### src/rtl/accalu_pkg.sv
// ----------------------------------------------------------------------------
// accalu_pkg
// Shared widths, codes and control structures of the accumulator ALU.
// ----------------------------------------------------------------------------
package accalu_pkg;

	localparam int WIDTH_DEF = 8;
	localparam int FUNC_W    = 3;
	localparam int DATA_W    = 8;
	localparam int OP_W      = 4;

	typedef enum logic [FUNC_W-1:0] {
		FN_WR_A  = 3'd0,
		FN_WR_B  = 3'd1,
		FN_WR_OP = 3'd2,
		FN_RUN   = 3'd3,
		FN_RD_A  = 3'd4,
		FN_RD_B  = 3'd5,
		FN_RD_OP = 3'd6
	} accalu_func_t;

	localparam logic [OP_W-1:0] OPC_ADD = 4'd1;
	localparam logic [OP_W-1:0] OPC_SUB = 4'd2;
	localparam logic [OP_W-1:0] OPC_MUL = 4'd3;
	localparam logic [OP_W-1:0] OPC_DIV = 4'd4;
	localparam logic [OP_W-1:0] OPC_AND = 4'd5;
	localparam logic [OP_W-1:0] OPC_OR  = 4'd6;
	localparam logic [OP_W-1:0] OPC_NOT = 4'd7;
	localparam logic [OP_W-1:0] OPC_XOR = 4'd8;

	typedef struct packed {
		logic carry;
		logic zero;
		logic overflow;
		logic divzero;
		logic unknown;
	} accalu_flags_t;

	// Controller to datapath.
	typedef struct packed {
		logic accept;
		logic step;
		logic finish;
	} accalu_cmd_t;

	// Datapath to controller.
	typedef struct packed {
		logic iter_op;
	} accalu_sts_t;

endpackage

### src/rtl/accalu_if.sv
// ----------------------------------------------------------------------------
// accalu_in_if / accalu_out_if
// Valid/ready channels carrying request items and result items.
// ----------------------------------------------------------------------------
interface accalu_in_if;
	logic                             valid;
	logic                             ready;
	logic [accalu_pkg::FUNC_W-1:0]    func;
	logic [accalu_pkg::DATA_W-1:0]    write_value;

	modport source(output valid, func, write_value, input ready);
	modport sink(input valid, func, write_value, output ready);
endinterface

interface accalu_out_if;
	logic                             valid;
	logic                             ready;
	logic [accalu_pkg::DATA_W-1:0]    read_data;
	logic                             carry;
	logic                             zero;
	logic                             overflow;
	logic                             divide_by_zero;
	logic                             unknown_op;

	modport source(output valid, read_data, carry, zero, overflow, divide_by_zero,
		unknown_op, input ready);
	modport sink(input valid, read_data, carry, zero, overflow, divide_by_zero,
		unknown_op, output ready);
endinterface

### src/rtl/accalu_ctrl.sv
// ----------------------------------------------------------------------------
// accalu_ctrl
// Sequencer: handshakes, bit-step counter for multiply/divide, result valid.
// ----------------------------------------------------------------------------
module accalu_ctrl #(
	parameter int WIDTH = accalu_pkg::WIDTH_DEF
) (
	input  logic                     clk,
	input  logic                     arst_n,
	input  logic                     req_valid,
	output logic                     req_ready,
	output logic                     rsp_valid,
	input  logic                     rsp_ready,
	input  accalu_pkg::accalu_sts_t  sts,
	output accalu_pkg::accalu_cmd_t  cmd
);

	localparam int CW = $clog2(WIDTH);

	typedef enum logic [2:0] {
		ST_IDLE = 3'b001,
		ST_ITER = 3'b010,
		ST_FIN  = 3'b100
	} state_t;

	state_t          state_q;
	logic [CW-1:0]   cnt_q;
	logic            out_valid_q;
	logic            accept;
	logic            commit;

	assign req_ready = (state_q == ST_IDLE) && (!out_valid_q || rsp_ready);
	assign accept    = req_valid && req_ready;
	assign commit    = (accept && !sts.iter_op) || (state_q == ST_FIN);
	assign rsp_valid = out_valid_q;

	assign cmd.accept = accept;
	assign cmd.step   = (state_q == ST_ITER);
	assign cmd.finish = (state_q == ST_FIN);

	always_ff @(posedge clk or negedge arst_n) begin
		if (!arst_n) begin
			state_q     <= ST_IDLE;
			cnt_q       <= '0;
			out_valid_q <= 1'b0;
		end else begin
			case (state_q)
				ST_IDLE: begin
					if (accept && sts.iter_op) begin
						state_q <= ST_ITER;
						cnt_q   <= CW'(WIDTH - 1);
					end
				end
				ST_ITER: begin
					if (cnt_q == '0) begin
						state_q <= ST_FIN;
					end else begin
						cnt_q <= cnt_q - 1'b1;
					end
				end
				ST_FIN: begin
					state_q <= ST_IDLE;
				end
				default: begin
					state_q <= ST_IDLE;
				end
			endcase

			if (commit) begin
				out_valid_q <= 1'b1;
			end else if (rsp_ready) begin
				out_valid_q <= 1'b0;
			end
		end
	end

	// A multiply or divide run delivers its result after the accept, a step per bit
	// and the finish state.
	a_iter_latency: assert property (@(posedge clk) disable iff (!arst_n)
		accept && sts.iter_op |-> ##(WIDTH + 2) out_valid_q)
		else $error("iterative run did not produce a result in time");

	// A new result never overwrites one that has not been transferred.
	a_no_overwrite: assert property (@(posedge clk) disable iff (!arst_n)
		commit |-> !out_valid_q || rsp_ready)
		else $error("result register overwritten before transfer");

	a_finish_idle: assert property (@(posedge clk) disable iff (!arst_n)
		cmd.finish |=> (state_q == ST_IDLE) && out_valid_q)
		else $error("finish did not return to idle with a valid result");

endmodule

### src/rtl/accalu_dp.sv
// ----------------------------------------------------------------------------
// accalu_dp
// Register file, flags, adder/logic unit and the shared shift-add /
// restoring-divide unit that retires one bit per step.
// ----------------------------------------------------------------------------
module accalu_dp #(
	parameter int WIDTH = accalu_pkg::WIDTH_DEF
) (
	input  logic                             clk,
	input  logic                             arst_n,
	input  accalu_pkg::accalu_cmd_t          cmd,
	output accalu_pkg::accalu_sts_t          sts,
	input  logic [accalu_pkg::FUNC_W-1:0]    func,
	input  logic [accalu_pkg::DATA_W-1:0]    write_value,
	output logic [accalu_pkg::DATA_W-1:0]    read_data,
	output logic                             carry,
	output logic                             zero,
	output logic                             overflow,
	output logic                             divide_by_zero,
	output logic                             unknown_op
);

	localparam logic [WIDTH-1:0] SIGN = {1'b1, {(WIDTH - 1){1'b0}}};
	localparam logic [WIDTH-1:0] SMAX = ~SIGN;

	logic [WIDTH-1:0]                      acc_q, b_q, op_q;
	accalu_pkg::accalu_flags_t             flags_q;
	logic [WIDTH-1:0]                      hi_q, lo_q;
	logic [accalu_pkg::DATA_W-1:0]         out_data_q;
	accalu_pkg::accalu_flags_t             out_flags_q;

	accalu_pkg::accalu_func_t              fn;
	logic [WIDTH+accalu_pkg::DATA_W-1:0]   wr_ext;
	logic [WIDTH-1:0]                      wr_val;
	logic [WIDTH-1:0]                      ma, mb;
	logic                                  neg;
	logic                                  op_ok;
	logic [accalu_pkg::OP_W-1:0]           op_code;
	logic                                  is_mul, is_div;
	logic [WIDTH-1:0]                      addend;
	logic [WIDTH:0]                        sum;
	logic                                  v_add, v_sub;
	logic                                  mul_ovf;
	logic [WIDTH-1:0]                      run_r;
	accalu_pkg::accalu_flags_t             run_f;
	logic [WIDTH-1:0]                      acc_nx, b_nx, op_nx;
	accalu_pkg::accalu_flags_t             flags_nx;
	logic                                  commit;
	logic [WIDTH-1:0]                      sel;
	logic [WIDTH+accalu_pkg::DATA_W-1:0]   sel_ext;
	logic [WIDTH:0]                        step_sum;
	logic [WIDTH-1:0]                      div_sh;
	logic [WIDTH:0]                        div_diff;

	assign fn     = accalu_pkg::accalu_func_t'(func);
	assign wr_ext = {{WIDTH{1'b0}}, write_value};
	assign wr_val = wr_ext[WIDTH-1:0];

	assign ma  = acc_q[WIDTH-1] ? (~acc_q + 1'b1) : acc_q;
	assign mb  = b_q[WIDTH-1] ? (~b_q + 1'b1) : b_q;
	assign neg = (acc_q[WIDTH-1] && !b_q[WIDTH-1] && (|b_q)) ||
		(!acc_q[WIDTH-1] && (|acc_q) && b_q[WIDTH-1]);

	// The opcode is taken as a signed number; only 1..8 are defined.
	assign op_ok   = ((op_q >> accalu_pkg::OP_W) == '0) && !op_q[WIDTH-1];
	assign op_code = op_q[accalu_pkg::OP_W-1:0];
	assign is_mul  = op_ok && (op_code == accalu_pkg::OPC_MUL);
	assign is_div  = op_ok && (op_code == accalu_pkg::OPC_DIV);

	assign sts.iter_op = (fn == accalu_pkg::FN_RUN) && (is_mul || is_div);

	assign addend = (op_code == accalu_pkg::OPC_SUB) ? (~b_q + 1'b1) : b_q;
	assign sum    = {1'b0, acc_q} + {1'b0, addend};
	assign v_add  = (acc_q[WIDTH-1] == b_q[WIDTH-1]) && (sum[WIDTH-1] != acc_q[WIDTH-1]);
	assign v_sub  = (acc_q[WIDTH-1] != b_q[WIDTH-1]) && (sum[WIDTH-1] != acc_q[WIDTH-1]);

	// The full magnitude product sits in {hi_q, lo_q} at finish.
	assign mul_ovf = (hi_q != '0) || (lo_q > (neg ? SIGN : SMAX));

	always_comb begin
		logic [WIDTH-1:0] mag;
		logic             use_sign;
		run_r    = acc_q;
		run_f    = '0;
		mag      = '0;
		use_sign = 1'b0;
		if (cmd.finish) begin
			if (is_mul) begin
				run_f.overflow = mul_ovf;
				if (b_q == '0) begin
					run_f.zero = 1'b1;
				end else begin
					mag        = lo_q;
					// Carry of the last repeated addition: it wrapped below ma.
					run_f.carry = (lo_q < ma);
					run_f.zero  = (lo_q == '0);
				end
				run_r    = mag;
				use_sign = neg;
			end else begin
				if (b_q == '0) begin
					run_f.divzero = 1'b1;
				end else begin
					mag            = lo_q;
					run_f.zero     = (lo_q == '0);
					run_f.overflow = (acc_q == SIGN) && (&b_q);
					run_r          = mag;
					use_sign       = neg;
				end
			end
		end else if (!op_ok) begin
			run_f.unknown = 1'b1;
		end else begin
			case (op_code)
				accalu_pkg::OPC_ADD: begin
					run_r          = sum[WIDTH-1:0];
					run_f.carry    = sum[WIDTH];
					run_f.zero     = (sum[WIDTH-1:0] == '0);
					run_f.overflow = v_add;
				end
				accalu_pkg::OPC_SUB: begin
					run_r          = sum[WIDTH-1:0];
					run_f.carry    = sum[WIDTH];
					run_f.zero     = (sum[WIDTH-1:0] == '0);
					run_f.overflow = v_sub;
				end
				accalu_pkg::OPC_AND: run_r = acc_q & b_q;
				accalu_pkg::OPC_OR:  run_r = acc_q | b_q;
				accalu_pkg::OPC_NOT: run_r = ~acc_q;
				accalu_pkg::OPC_XOR: run_r = acc_q ^ b_q;
				default:             run_f.unknown = 1'b1;
			endcase
		end
		// Negation is one more addition of +1, which sets carry and zero alike.
		if (use_sign) begin
			run_f.carry = (mag == '0);
			run_f.zero  = (mag == '0);
			run_r       = ~mag + 1'b1;
		end
		if (run_r[WIDTH-1]) begin
			run_f.carry = 1'b0;
			run_f.zero  = 1'b0;
		end
	end

	always_comb begin
		acc_nx   = acc_q;
		b_nx     = b_q;
		op_nx    = op_q;
		flags_nx = flags_q;
		commit   = 1'b0;
		if (cmd.finish) begin
			acc_nx   = run_r;
			flags_nx = run_f;
			commit   = 1'b1;
		end else if (cmd.accept && !sts.iter_op) begin
			commit = 1'b1;
			case (fn)
				accalu_pkg::FN_WR_A:  acc_nx = wr_val;
				accalu_pkg::FN_WR_B:  b_nx   = wr_val;
				accalu_pkg::FN_WR_OP: op_nx  = wr_val;
				accalu_pkg::FN_RUN: begin
					acc_nx   = run_r;
					flags_nx = run_f;
				end
				default: ;
			endcase
		end
	end

	always_comb begin
		sel = acc_nx;
		if (!cmd.finish) begin
			case (fn)
				accalu_pkg::FN_RD_B:  sel = b_q;
				accalu_pkg::FN_RD_OP: sel = op_q;
				default:              sel = acc_nx;
			endcase
		end
	end
	assign sel_ext = {{accalu_pkg::DATA_W{1'b0}}, sel};

	// One multiplier bit (shift-add) or one quotient bit (restoring) per step.
	assign step_sum = {1'b0, hi_q} + {1'b0, (lo_q[0] ? ma : {WIDTH{1'b0}})};
	assign div_sh   = {hi_q[WIDTH-2:0], lo_q[WIDTH-1]};
	assign div_diff = {1'b0, div_sh} - {1'b0, mb};

	always_ff @(posedge clk) begin
		if (cmd.accept && sts.iter_op) begin
			hi_q <= '0;
			lo_q <= is_mul ? mb : ma;
		end else if (cmd.step) begin
			if (is_mul) begin
				hi_q <= step_sum[WIDTH:1];
				lo_q <= {step_sum[0], lo_q[WIDTH-1:1]};
			end else if (!div_diff[WIDTH]) begin
				hi_q <= div_diff[WIDTH-1:0];
				lo_q <= {lo_q[WIDTH-2:0], 1'b1};
			end else begin
				hi_q <= div_sh;
				lo_q <= {lo_q[WIDTH-2:0], 1'b0};
			end
		end
	end

	always_ff @(posedge clk or negedge arst_n) begin
		if (!arst_n) begin
			acc_q   <= '0;
			b_q     <= '0;
			op_q    <= '0;
			flags_q <= '0;
		end else begin
			acc_q   <= acc_nx;
			b_q     <= b_nx;
			op_q    <= op_nx;
			flags_q <= flags_nx;
		end
	end

	always_ff @(posedge clk) begin
		if (commit) begin
			out_data_q  <= sel_ext[accalu_pkg::DATA_W-1:0];
			out_flags_q <= flags_nx;
		end
	end

	assign read_data      = out_data_q;
	assign carry          = out_flags_q.carry;
	assign zero           = out_flags_q.zero;
	assign overflow       = out_flags_q.overflow;
	assign divide_by_zero = out_flags_q.divzero;
	assign unknown_op     = out_flags_q.unknown;

endmodule

### src/rtl/accumulator_alu_8bit_core.sv
// ----------------------------------------------------------------------------
// accumulator_alu_8bit_core
// Accumulator ALU with flags, driven by register write/read/run requests.
// ----------------------------------------------------------------------------
// Every request returns exactly one response, in order. Writes, reads, the
// undefined function code, and runs of add, subtract, the logic operations or
// an unknown opcode finish in the cycle of their request transfer: the response
// register loads at that edge and can transfer at the next one, so with a ready
// receiver these items go through at one per cycle. A multiply or divide run
// occupies the shared shift-add / restoring-divide unit for a step per bit and
// then a finish state; its response register loads as the finish state ends,
// and the next request is taken no earlier than that edge. A new request is
// taken when the sequencer is idle and the response register is empty or
// being emptied in the same cycle.
module accumulator_alu_8bit_core #(
	parameter int WIDTH = accalu_pkg::WIDTH_DEF
) (
	input  logic          clk,
	input  logic          arst_n,
	accalu_in_if.sink     req,
	accalu_out_if.source  rsp
);

	accalu_pkg::accalu_cmd_t  cmd;
	accalu_pkg::accalu_sts_t  sts;

	accalu_ctrl #(
		.WIDTH(WIDTH)
	) u_ctrl (
		.clk       (clk),
		.arst_n    (arst_n),
		.req_valid (req.valid),
		.req_ready (req.ready),
		.rsp_valid (rsp.valid),
		.rsp_ready (rsp.ready),
		.sts       (sts),
		.cmd       (cmd)
	);

	accalu_dp #(
		.WIDTH(WIDTH)
	) u_dp (
		.clk            (clk),
		.arst_n         (arst_n),
		.cmd            (cmd),
		.sts            (sts),
		.func           (req.func),
		.write_value    (req.write_value),
		.read_data      (rsp.read_data),
		.carry          (rsp.carry),
		.zero           (rsp.zero),
		.overflow       (rsp.overflow),
		.divide_by_zero (rsp.divide_by_zero),
		.unknown_op     (rsp.unknown_op)
	);

endmodule
### src/flat_wrapper.sv
// flat-port wrapper written by rule: the top's interface ports become plain ports
module accumulator_alu_8bit_core_flat 
#(
	parameter int WIDTH = accalu_pkg::WIDTH_DEF
)
  (clk, arst_n, req_valid, req_func, req_write_value, req_ready, rsp_valid, rsp_read_data, rsp_carry, rsp_zero, rsp_overflow, rsp_divide_by_zero, rsp_unknown_op, rsp_ready);
  accalu_in_if req_i ();
  accalu_out_if rsp_i ();
  input  logic clk;
  input  logic arst_n;
  input wire logic [$bits(req_i.valid)-1:0] req_valid;
  input wire logic [$bits(req_i.func)-1:0] req_func;
  input wire logic [$bits(req_i.write_value)-1:0] req_write_value;
  output wire logic [$bits(req_i.ready)-1:0] req_ready;
  output wire logic [$bits(rsp_i.valid)-1:0] rsp_valid;
  output wire logic [$bits(rsp_i.read_data)-1:0] rsp_read_data;
  output wire logic [$bits(rsp_i.carry)-1:0] rsp_carry;
  output wire logic [$bits(rsp_i.zero)-1:0] rsp_zero;
  output wire logic [$bits(rsp_i.overflow)-1:0] rsp_overflow;
  output wire logic [$bits(rsp_i.divide_by_zero)-1:0] rsp_divide_by_zero;
  output wire logic [$bits(rsp_i.unknown_op)-1:0] rsp_unknown_op;
  input wire logic [$bits(rsp_i.ready)-1:0] rsp_ready;
  assign req_i.valid = req_valid;
  assign req_i.func = req_func;
  assign req_i.write_value = req_write_value;
  assign req_ready = req_i.ready;
  assign rsp_valid = rsp_i.valid;
  assign rsp_read_data = rsp_i.read_data;
  assign rsp_carry = rsp_i.carry;
  assign rsp_zero = rsp_i.zero;
  assign rsp_overflow = rsp_i.overflow;
  assign rsp_divide_by_zero = rsp_i.divide_by_zero;
  assign rsp_unknown_op = rsp_i.unknown_op;
  assign rsp_i.ready = rsp_ready;
  accumulator_alu_8bit_core #(.WIDTH(WIDTH)) u_core (.clk(clk), .arst_n(arst_n), .req(req_i), .rsp(rsp_i));
endmodule
### config.mk
export PLATFORM = sky130hd
export DESIGN_NAME = accumulator_alu_8bit_core_flat
export DESIGN_NICKNAME = d
export VERILOG_FILES = /design/src/rtl/accalu_pkg.sv /design/src/rtl/accalu_if.sv /design/src/rtl/accalu_ctrl.sv /design/src/rtl/accalu_dp.sv /design/src/rtl/accumulator_alu_8bit_core.sv /design/src/flat_wrapper.sv
export SDC_FILE = /design/constraint.sdc
export NUM_CORES = 1
export LEC_CHECK = 0
export BUFFER_PORTS_ARGS = -buffer_cell sky130_fd_sc_hd__buf_2
export CORE_MARGIN = 3
export CORE_UTILIZATION = 55
export DETAILED_ROUTE_END_ITERATION = 12
export PLACE_DENSITY_LB_ADDON = 0.15
export REMOVE_ABC_BUFFERS = 1
export SYNTH_ARGS = -nofsm -noshare
export SYNTH_HDL_FRONTEND = slang
export SYNTH_HIERARCHICAL = 1
export SYNTH_SLANG_ARGS = --single-unit
### constraint.sdc
create_clock -name clk -period 4.5 [get_ports clk]
set_input_delay 0.45 -clock clk [delete_from_list [all_inputs] [get_ports clk]]
set_output_delay 0.45 -clock clk [all_outputs]
set_load 0.005 [all_outputs]
==> metrics.txt, run 1 <==
syn avg cell area 8.57 um2; vias 6034; Synth warnings 6; vias in the first global route 5870; period utilization 0.878; Tmin final 3950 ps; sw frac 0.457; Mapped Area 0.00624 mm2; internal power 1980 uW; total grt overflow 0; pre-CTS WS 505 ps; Post-CTS Resized 0; P&R area growth vs syn 9.28%; drt total wl 20.7 mm; CTS Root Buffer Type clkbuf_16; clock power share 0.198; post-route ant nets 0; Total Power 3640 uW; boundary pin count 30; layout cells sized above 1 0.142; wire per inst 23.2 um; post-synth top area cell dfrtp_1; Fillers 966; Max Freq 253 MHz; reg2reg end u_core/u_dp/zero; first-pass GRT wire length 32.7 mm; outcome finished, final reports clean; I/O Buffers 29; FF-to-FF path depth 13; register area 0.00169 mm2; worst reg2reg path startpoint u_core/u_dp/op_q[3]; multi-input logic area 0.00423 mm2; Critical Path Start Type flip-flop; static leakage 0.00290 uW; Yosys top cell area share 0.140; Top FF cell, synth dfrtp_1; Layout Skew 4.77 ps; std cell rows 38; largest net degree at the start of global routing 37; crit path kind reg -> reg; clk buf depth 2; leading cell types by count after synthesis ha_1, nor2_1, nand2_1, a21oi_1, o21ai_0; PwrDens 534 mW/mm2; CP arrival 4130 ps; chip height 113 um; CTS tree built; Antenna diodes 0; r2r setup slk 550 ps; CP Capture Type flip-flop; ranking of synthesized cells by area dfrtp_1, ha_1, edfxtp_1; logic gate share of total power 0.558; H-tree Lvls 3; initial antenna violation count 0; max cap viols 0; total CTS buffers 9; GRT Total Usage 0.333; endpoints failing setup 0; part of the power in registers 0.244; Worst-Margin Slew 1010 ps; setup TNS 0 ps; Critical Path RT 4680 ps; die width 113 um; Final Non-Filler Cells 894; Post-CTS Setup Bufs 0; Post-Place Cells 878; die area 0.0127 mm2; max-slew violation count 0; crit-path max FO 11; Final WS setup 551 ps; initial core utilization 0.569; Gate Count Post-Synth 729; synthesized flop and latch total 65; setup repair after global routing missed its margin no; nets 830; number of flops mapped to enable cells by yosys 21; Rel. slew slack 0.317; clk sink count 65; clock slew seen by the registers of the worst setup and hold paths 60 ps; Clk Latency, worst-skew pair 350 ps; vias per cell 6.75; gpl congestion 0.989; Post-CTS Hold Buffers 0; HP Class in -> async; DR iter-0 viols 844; Peak VDD IR 312 uV; final hold vios 0; sequential area share after synthesis 0.271; DRC 0; synth unique cells 86; Sw Pwr 1660 uW; Detailed Place HPWL 15.7 mm; async set-or-reset flop fraction in the synthesized netlist 0.554; CORE AREA 0.0110 mm2; DR pass1 iterations 5
==> cells by family after synthesis <==
group | share of synthesized area
adders and majority gates | 0.136
muxes | 0.0545
AOI/OAI and AO/OA | 0.242
and+or+nand+nor | 0.195
xor gates and xnor gates | 0.0491
buffers and inverters | 0.0521
DFF | 0.271
==> per-stage QoR <==
stage                     hold slack, ps  utilization  area, um2
after floorplan                      154            -       6080
after global placement               473        0.594       6520
after detailed placement             487        0.594       6520
after CTS                            238        0.621       6820
after global routing                 266        0.621       6820
final                                219        0.621       6820
==> power groups by stage <==
stage               registers [uW]  clock network, uW  logic, uW
floorplan                      855                  0       1440
global placement               887                  0       1930
detailed placement             892                  0       1970
CTS                            880                733       1990
global route                   899                756       2240
finish                         890                720       2030
==> area by class of cell <==
type / instances / area share
clock buffer: 9 / 0.0330
multi-input combinational: 586 / 0.620
timing repair buffer: 44 / 0.0378
tap: 140 / 0.0257
sequential: 65 / 0.248
inverter: 43 / 0.0237
clock inverter: 7 / 0.0114
==> flip-flops by register name (all words and copies together), names as in the netlist <==
name	count
u_core/u_dp/divide_by_zero	1
u_core/u_dp/read_data	8
u_core/u_dp/overflow	1
u_core/u_dp/op_q	8
u_core/u_dp/b_q	8
u_core/u_ctrl/state_q	3
u_core/u_dp/acc_q	8
u_core/u_ctrl/rsp_valid	1
u_core/u_ctrl/cnt_q	3
u_core/u_dp/lo_q	8
u_core/u_dp/zero	1
u_core/u_dp/hi_q	8
u_core/u_dp/unknown_op	1
u_core/u_dp/carry	1
u_core/u_dp/flags_q	5
==> cells in the final DEF (no fill, tap or decap), types with 7 or more instances in the layout <==
cell type,synthesis,routed
mux2_2,16,16
or3_1,9,9
a21o_1,7,7
nand2_1,50,50
inv_1,40,40
o211ai_1,12,12
buf_2,5,29
nand4_1,8,8
edfxtp_1,21,21
buf_4,1,15
nor3_1,24,23
dfrtp_1,35,35
a21oi_1,48,48
dfxtp_1,8,8
ha_1,63,63
nor2_1,63,62
o21ai_0,44,43
mux2i_1,16,16
nor2b_1,10,10
o22ai_1,9,9
o21ai_1,7,8
xnor2_1,27,27
a211oi_1,12,12
nand3_1,19,19
xor2_1,8,8
o31ai_1,9,9
clkbuf_16,0,9
nand2b_1,11,11
==> worst max-delay path by stage <==
stage               slack (ps)                startpoint  depth (start not counted)                       end
floorplan                  720  u_core/u_ctrl/state_q[2]                          7  u_core/u_dp/read_data[3]
global placement           640       u_core/u_dp/op_q[2]                         13          u_core/u_dp/zero
detailed placement         510       u_core/u_dp/op_q[2]                         13          u_core/u_dp/zero
CTS                        470       u_core/u_dp/op_q[2]                         13          u_core/u_dp/zero
global route               130       u_core/u_dp/op_q[3]                         13          u_core/u_dp/zero
finish                     550       u_core/u_dp/op_q[3]                         13          u_core/u_dp/zero
==> per-layer routing <==
metal	global-route usage	routed length (um)
met1	0.459	8820
met2	0.496	9180
met3	0.0787	1830
met4	0.153	909
met5	0	0
==> worst max-delay path: stages (launching register included) <==
cell and delay, ps:
dfrtp_1 500, nor2_1 320, nand2_1 170, nor2_2 300, o21ai_0 180, xnor2_1 260
ha_1 330, o211ai_1 170, o211ai_1 140, a221oi_2 390, nor2_1 70, o221a_1 240
or4_4 520, o21ai_1 190
No activity file was read; power rests on OpenSTA's default activity.
==> run 2: changes to the inputs <==
--- a/config.mk
+++ b/config.mk
@@ -5,11 +5,12 @@
 export SDC_FILE = /design/constraint.sdc
 export NUM_CORES = 1
 export LEC_CHECK = 0
+export ABC_AREA = 0
 export BUFFER_PORTS_ARGS = -buffer_cell sky130_fd_sc_hd__buf_2
 export CORE_MARGIN = 3
 export CORE_UTILIZATION = 55
 export DETAILED_ROUTE_END_ITERATION = 12
-export PLACE_DENSITY_LB_ADDON = 0.15
+export PLACE_DENSITY = 0.72
 export REMOVE_ABC_BUFFERS = 1
 export SYNTH_ARGS = -nofsm -noshare
 export SYNTH_HDL_FRONTEND = slang
==> run 2 against run 1 <==
  * Hold slack worse by 4.3 ps
  * Combinational power barely moved
  * Sequential power grew 2.2%
  * Largest cell class unchanged
  * Highest routed layer unchanged
==> metrics.txt, run 2 (same netlist as run 1, synthesis figures left out) <==
Total Power 3560 uW (-2.4%); P&R area growth vs syn 8.52%; initial core utilization 0.569 (unchanged); Peak VDD IR 349 uV (+12%); internal power 1930 uW (-2.8%); DR iter-0 viols 825 (-2.3%); first-pass GRT wire length 31.5 mm (-3.6%); layout cells sized above 1 0.137 (-0.00494); Layout Skew 4.82 ps (+0.0473 ps); Max Freq 243 MHz (-4.0%); setup repair after global routing missed its margin no; Clk Latency, worst-skew pair 340 ps (about the same); CP Capture Type flip-flop; max-slew violation count 0 (unchanged); Antenna diodes 0 (unchanged); initial antenna violation count 0 (unchanged); gpl congestion 1.02 (+2.9%); Sw Pwr 1630 uW (-1.9%); boundary pin count 30 (unchanged); most frequent cells in the layout nor2_1, ha_1, nand2_1; vias per cell 6.73 (-0.29%); CTS Root Buffer Type clkbuf_16; PwrDens 525 mW/mm2 (-1.7%); hold_ws 215 ps (-4.26 ps); crit-path max FO 11 (unchanged); total CTS buffers 9 (unchanged); CORE AREA 0.0110 mm2 (unchanged); drt total wl 20.1 mm (-3.2%); HP Class in -> async; clk sink count 65 (unchanged); Post-CTS Resized 0 (unchanged); Detailed Place HPWL 15.3 mm (-2.7%); clk buf depth 2 (unchanged); die width 113 um (unchanged); die area 0.0127 mm2 (unchanged); logic gate share of total power 0.562 (+0.004); wire per inst 22.5 um (-3.0%); outcome finished, final reports clean; GRT Total Usage 0.320 (-0.0135); total grt overflow 0 (unchanged); Critical Path RT 4680 ps (about the same); largest net degree at the start of global routing 37 (unchanged); final hold vios 0 (unchanged); Rel. slew slack 0.362 (+0.0447); Worst-Margin Slew 947 ps (-66.4 ps); endpoints failing setup 0 (unchanged); DR pass1 iterations 5 (unchanged); max cap viols 0 (unchanged); setup TNS 0 ps (unchanged); H-tree Lvls 3 (unchanged); CTS tree built; CP arrival 4290 ps (+160 ps); sw frac 0.459 (+0.00229); clock slew seen by the registers of the worst setup and hold paths 60 ps (about the same); I/O Buffers 29 (unchanged); Post-CTS Setup Bufs 0 (unchanged); std cell rows 38 (unchanged); Tmin final 4110 ps (+164 ps); DRC 0 (unchanged); vias 6003 (-0.51%); static leakage 0.00288 uW (-0.72%); Critical Path Start Type flip-flop; vias in the first global route 5709 (-2.7%); period utilization 0.914 (+0.0366); nets 828 (-0.24%); part of the power in registers 0.256 (+0.012); clock power share 0.183 (-0.015); Post-CTS Hold Buffers 0 (unchanged); post-route ant nets 0 (unchanged); crit path kind reg -> reg; chip height 113 um (unchanged)
-- run 2: changes by cell type in the layout (fill, tap and decap cells not counted) --
cell,previous run,this run
inv_4,0,2
clkinv_2,1,2
nor2_1,62,63
buf_4,15,13
inv_6,2,0
clkbuf_1,0,1
clkinv_4,2,0
nor2_2,3,2
clkbuf_8,0,1
bufinv_16,1,0
-- run 2: final timing paths --
kind                                        start                      to  slack (ps)  cells past startpoint
min in group clk               req_write_value[7]     u_core/u_dp/op_q[7]         370                      2
setup reg to reg              u_core/u_dp/op_q[3]        u_core/u_dp/zero         390                     13
hold / removal                             arst_n  u_core/u_dp/flags_q[0]         210                      1
max in group asynchronous                  arst_n      u_core/u_dp/b_q[1]        3750                      1
hold reg to reg            u_core/u_dp/flags_q[1]  u_core/u_dp/flags_q[1]         500                      1
setup / recovery              u_core/u_dp/op_q[3]        u_core/u_dp/zero         390                     13
-- run 2: cell type report --
type	count	area, um2
clock buffer	11	243
clock inverter	5	30.0
fill	981	4210
inverter	43	161
multi-input combinational	586	4230
sequential	65	1690
tap	140	175
timing repair buffer	42	243
-- run 2: routing by layer --
layer	GRT usage	share of wire	up-vias
met3	0.0647	0.085	66
met4	0.143	0.044	0
met1	0.449	0.43	2847
li1	-	-	2748
met2	0.476	0.44	342
met5	0	0	-
-- run 2: critical path, cell delays in order, from the launching register on --
cell and delay (ps):
dfrtp_1 500, nor2_1 300, nand2_1 170, nor2_1 470
o21ai_0 230, xnor2_1 250, ha_1 320, o211ai_1 180
o211ai_1 150, a221oi_2 370, nor2_1 70, o221a_1 240
or4_4 520, o21ai_1 180
-- run 2: power groups by stage --
stage	combinational (uW)	clock, uW	sequential [uW]
after floorplan	1440	0	855
after global placement	1880	0	908
after detailed placement	1940	0	910
after CTS	1950	658	899
after global routing	2200	684	919
final	2000	650	910
-- run 2: through the flow --
stage           util  setup slack (ps)  cells  area (um2)
2_1_floorplan      -               718    694        6080
3_3_place_gp   0.592               522    876        6500
3_5_place_dp   0.592               479    876        6500
4_1_cts        0.617               411    892        6780
5_1_grt        0.617              87.2    892        6780
6_report       0.617               386    892        6780
==> run 3: changes to the inputs <==
--- a/config.mk
+++ b/config.mk
@@ -7,7 +7,7 @@
 export LEC_CHECK = 0
 export ABC_AREA = 0
 export BUFFER_PORTS_ARGS = -buffer_cell sky130_fd_sc_hd__buf_2
-export CORE_MARGIN = 3
+export CORE_ASPECT_RATIO = 0.75
 export CORE_UTILIZATION = 55
 export DETAILED_ROUTE_END_ITERATION = 12
 export PLACE_DENSITY = 0.72
==> run 3 against run 2 <==
  * Register-to-register slack about the same
  * Total power rose by 2.5%
  * Critical path depth down 1
  * Count of clock-buffer cells in the layout shrank 2
  * Non-clock buffer count unchanged
  * Critical path type unchanged
  * Flip-flop and latch count is the same
  * The run now ends with design-rule violations left
  * Combinational power hardly changed
  * First-iteration DRC count rose by 6.2%
  * Critical endpoint is now u_core/u_dp/carry
  * Worst setup slack better by 7.6 ps
  * Clock power is 13% higher
  * Utilization grew 0.28 points
==> metrics.txt, run 3 (same netlist as run 1, synthesis figures left out) <==
Layout Skew 7.45 ps (+2.63 ps); Critical Path Start Type flip-flop; Critical Path Sink u_core/u_dp/carry; CP arrival 4280 ps (about the same); crit path kind reg -> reg; gpl congestion 0.972 (-4.5%); CTS tree built; most used cell, CP nor2_1; Max Freq 244 MHz (+0.18%); Final Non-Filler Cells 892 (unchanged); Rel. slew slack 0.204 (-0.158); outcome finished with violations; boundary pin count 30 (unchanged); Peak VDD IR 297 uV (-15%); layout cells sized above 1 0.140 (+0.00266); vias per cell 6.79 (+0.97%); DR iter-0 viols 876 (+6.2%); r2r setup slk 390 ps (about the same); I/O Buffers 29 (unchanged); final hold vios 0 (unchanged); Critical Path Max Stage Delay 530 ps (about the same); Clk Latency, worst-skew pair 340 ps (about the same); static leakage 0.00289 uW (+0.20%); Post-CTS Resized 0 (unchanged); clk buf depth 2 (unchanged); Post-CTS Setup Bufs 0 (unchanged); initial core utilization 0.569 (unchanged); crit path launch u_core/u_dp/op_q[3]; setup repair after global routing missed its margin no; std cell rows 33 (-13%); endpoints failing setup 0 (unchanged); Antenna diodes 0 (unchanged); max cap viols 0 (unchanged); total grt overflow 0 (unchanged); CP Capture Type flip-flop; P&R area growth vs syn 9.02%; critical path cell sequence nor2_1 -> nand2_1 -> nor2_2 -> o21ai_0 -> ha_1 -> a211oi_2 -> o211ai_1 -> a221oi_2 -> nor2_1 -> o221a_1 -> or4_4 -> o21ai_1; Tmin final 4110 ps (-7.59 ps); max-slew violation count 0 (unchanged); largest net degree at the start of global routing 37 (unchanged); PwrDens 536 mW/mm2 (+2.0%); CP max-delay cell or4_4; drt total wl 19.5 mm (-3.0%); initial antenna violation count 0 (unchanged); first-pass GRT wire length 30.2 mm (-4.0%); Post-CTS Hold Buffers 0 (unchanged); DR pass1 iterations 10 (+5); nets 828 (unchanged); post-route ant nets 0 (unchanged); GRT Total Usage 0.337 (+0.0173); Worst-Margin Slew 1190 ps (+239 ps); Final WS setup 394 ps (+7.59 ps); chip height 94.3 um (-16%); CTS Root Buffer Type clkbuf_16; worst reg2reg path startpoint u_core/u_dp/op_q[3]; clk sink count 65 (unchanged); period utilization 0.912 (-0.00169); Detailed Place HPWL 14.7 mm (-3.6%); pre-CTS WS 332 ps (-147 ps); failing checks design-rule violations; most common cell after layout, fill and taps aside ha_1; setup TNS 0 ps (unchanged); Post-Place Cells 876 (unchanged); Critical Path RT 4670 ps (about the same); clock slew seen by the registers of the worst setup and hold paths 60 ps (about the same); vias 6061 (+0.97%); reg2reg end u_core/u_dp/carry; total CTS buffers 9 (unchanged); die width 125 um (+11%); crit-path max FO 11 (unchanged); H-tree Lvls 3 (unchanged); wire per inst 21.8 um (-3.0%); FF-to-FF path depth 12 (-1); die area 0.0118 mm2 (-6.9%); DRC 6 (+6); vias in the first global route 5471 (-4.2%); most frequent cells in the layout ha_1, nor2_1, nand2_1; CORE AREA 0.0110 mm2 (unchanged); HP Class in -> async
==> run 3: worst min path at each step <==
stage                        endpoint                    from  slack (ps)  cells after the start
2_1_floorplan  u_core/u_ctrl/cnt_q[0]                  arst_n         150                      0
3_3_place_gp   u_core/u_dp/flags_q[4]  u_core/u_dp/flags_q[4]         470                      2
3_5_place_dp   u_core/u_dp/flags_q[3]  u_core/u_dp/flags_q[3]         490                      2
4_1_cts        u_core/u_ctrl/cnt_q[1]                  arst_n         230                      1
5_1_grt        u_core/u_ctrl/cnt_q[0]                  arst_n         280                      1
6_report       u_core/u_ctrl/cnt_q[0]                  arst_n         220                      1
==> run 3: through the flow <==
step | instance area (um2) | total power (uW) | hold WS (ps) | util
3_5_place_dp | 6500 | 2840 | 486 | 0.592
3_3_place_gp | 6500 | 2780 | 473 | 0.592
4_1_cts | 6810 | 3590 | 234 | 0.620
6_report | 6810 | 3650 | 220 | 0.620
5_1_grt | 6810 | 3860 | 284 | 0.620
2_1_floorplan | 6080 | 2300 | 154 | -
==> run 3: final cells by class <==
cell class	instances	area [um2]
clock buffer	9	225
clock inverter	7	76.3
fill	996	4180
inverter	43	161
multi-input combinational	586	4230
sequential	65	1690
tap	140	175
timing repair buffer	42	243
==> run 3: critical path, delay by kind of cell (launching register included) <==
family,cells,cell delay [ps]
adder cells (fa/ha/maj),1,340
flip-flops,1,500
AND/OR/NAND/NOR,5,1530
AO/OA/AOI/OAI,6,1580
==> run 3: power breakdown <==
part / internal, uW / switching [uW]
clock network: 434 / 300
logic: 834 / 1180
registers: 708 / 191
==> run 3: per-layer routing <==
metal	GRT usage	routed length, um
met4	0.0864	265
met3	0.0820	2430
met5	0	0
met2	0.496	8160
met1	0.489	8630
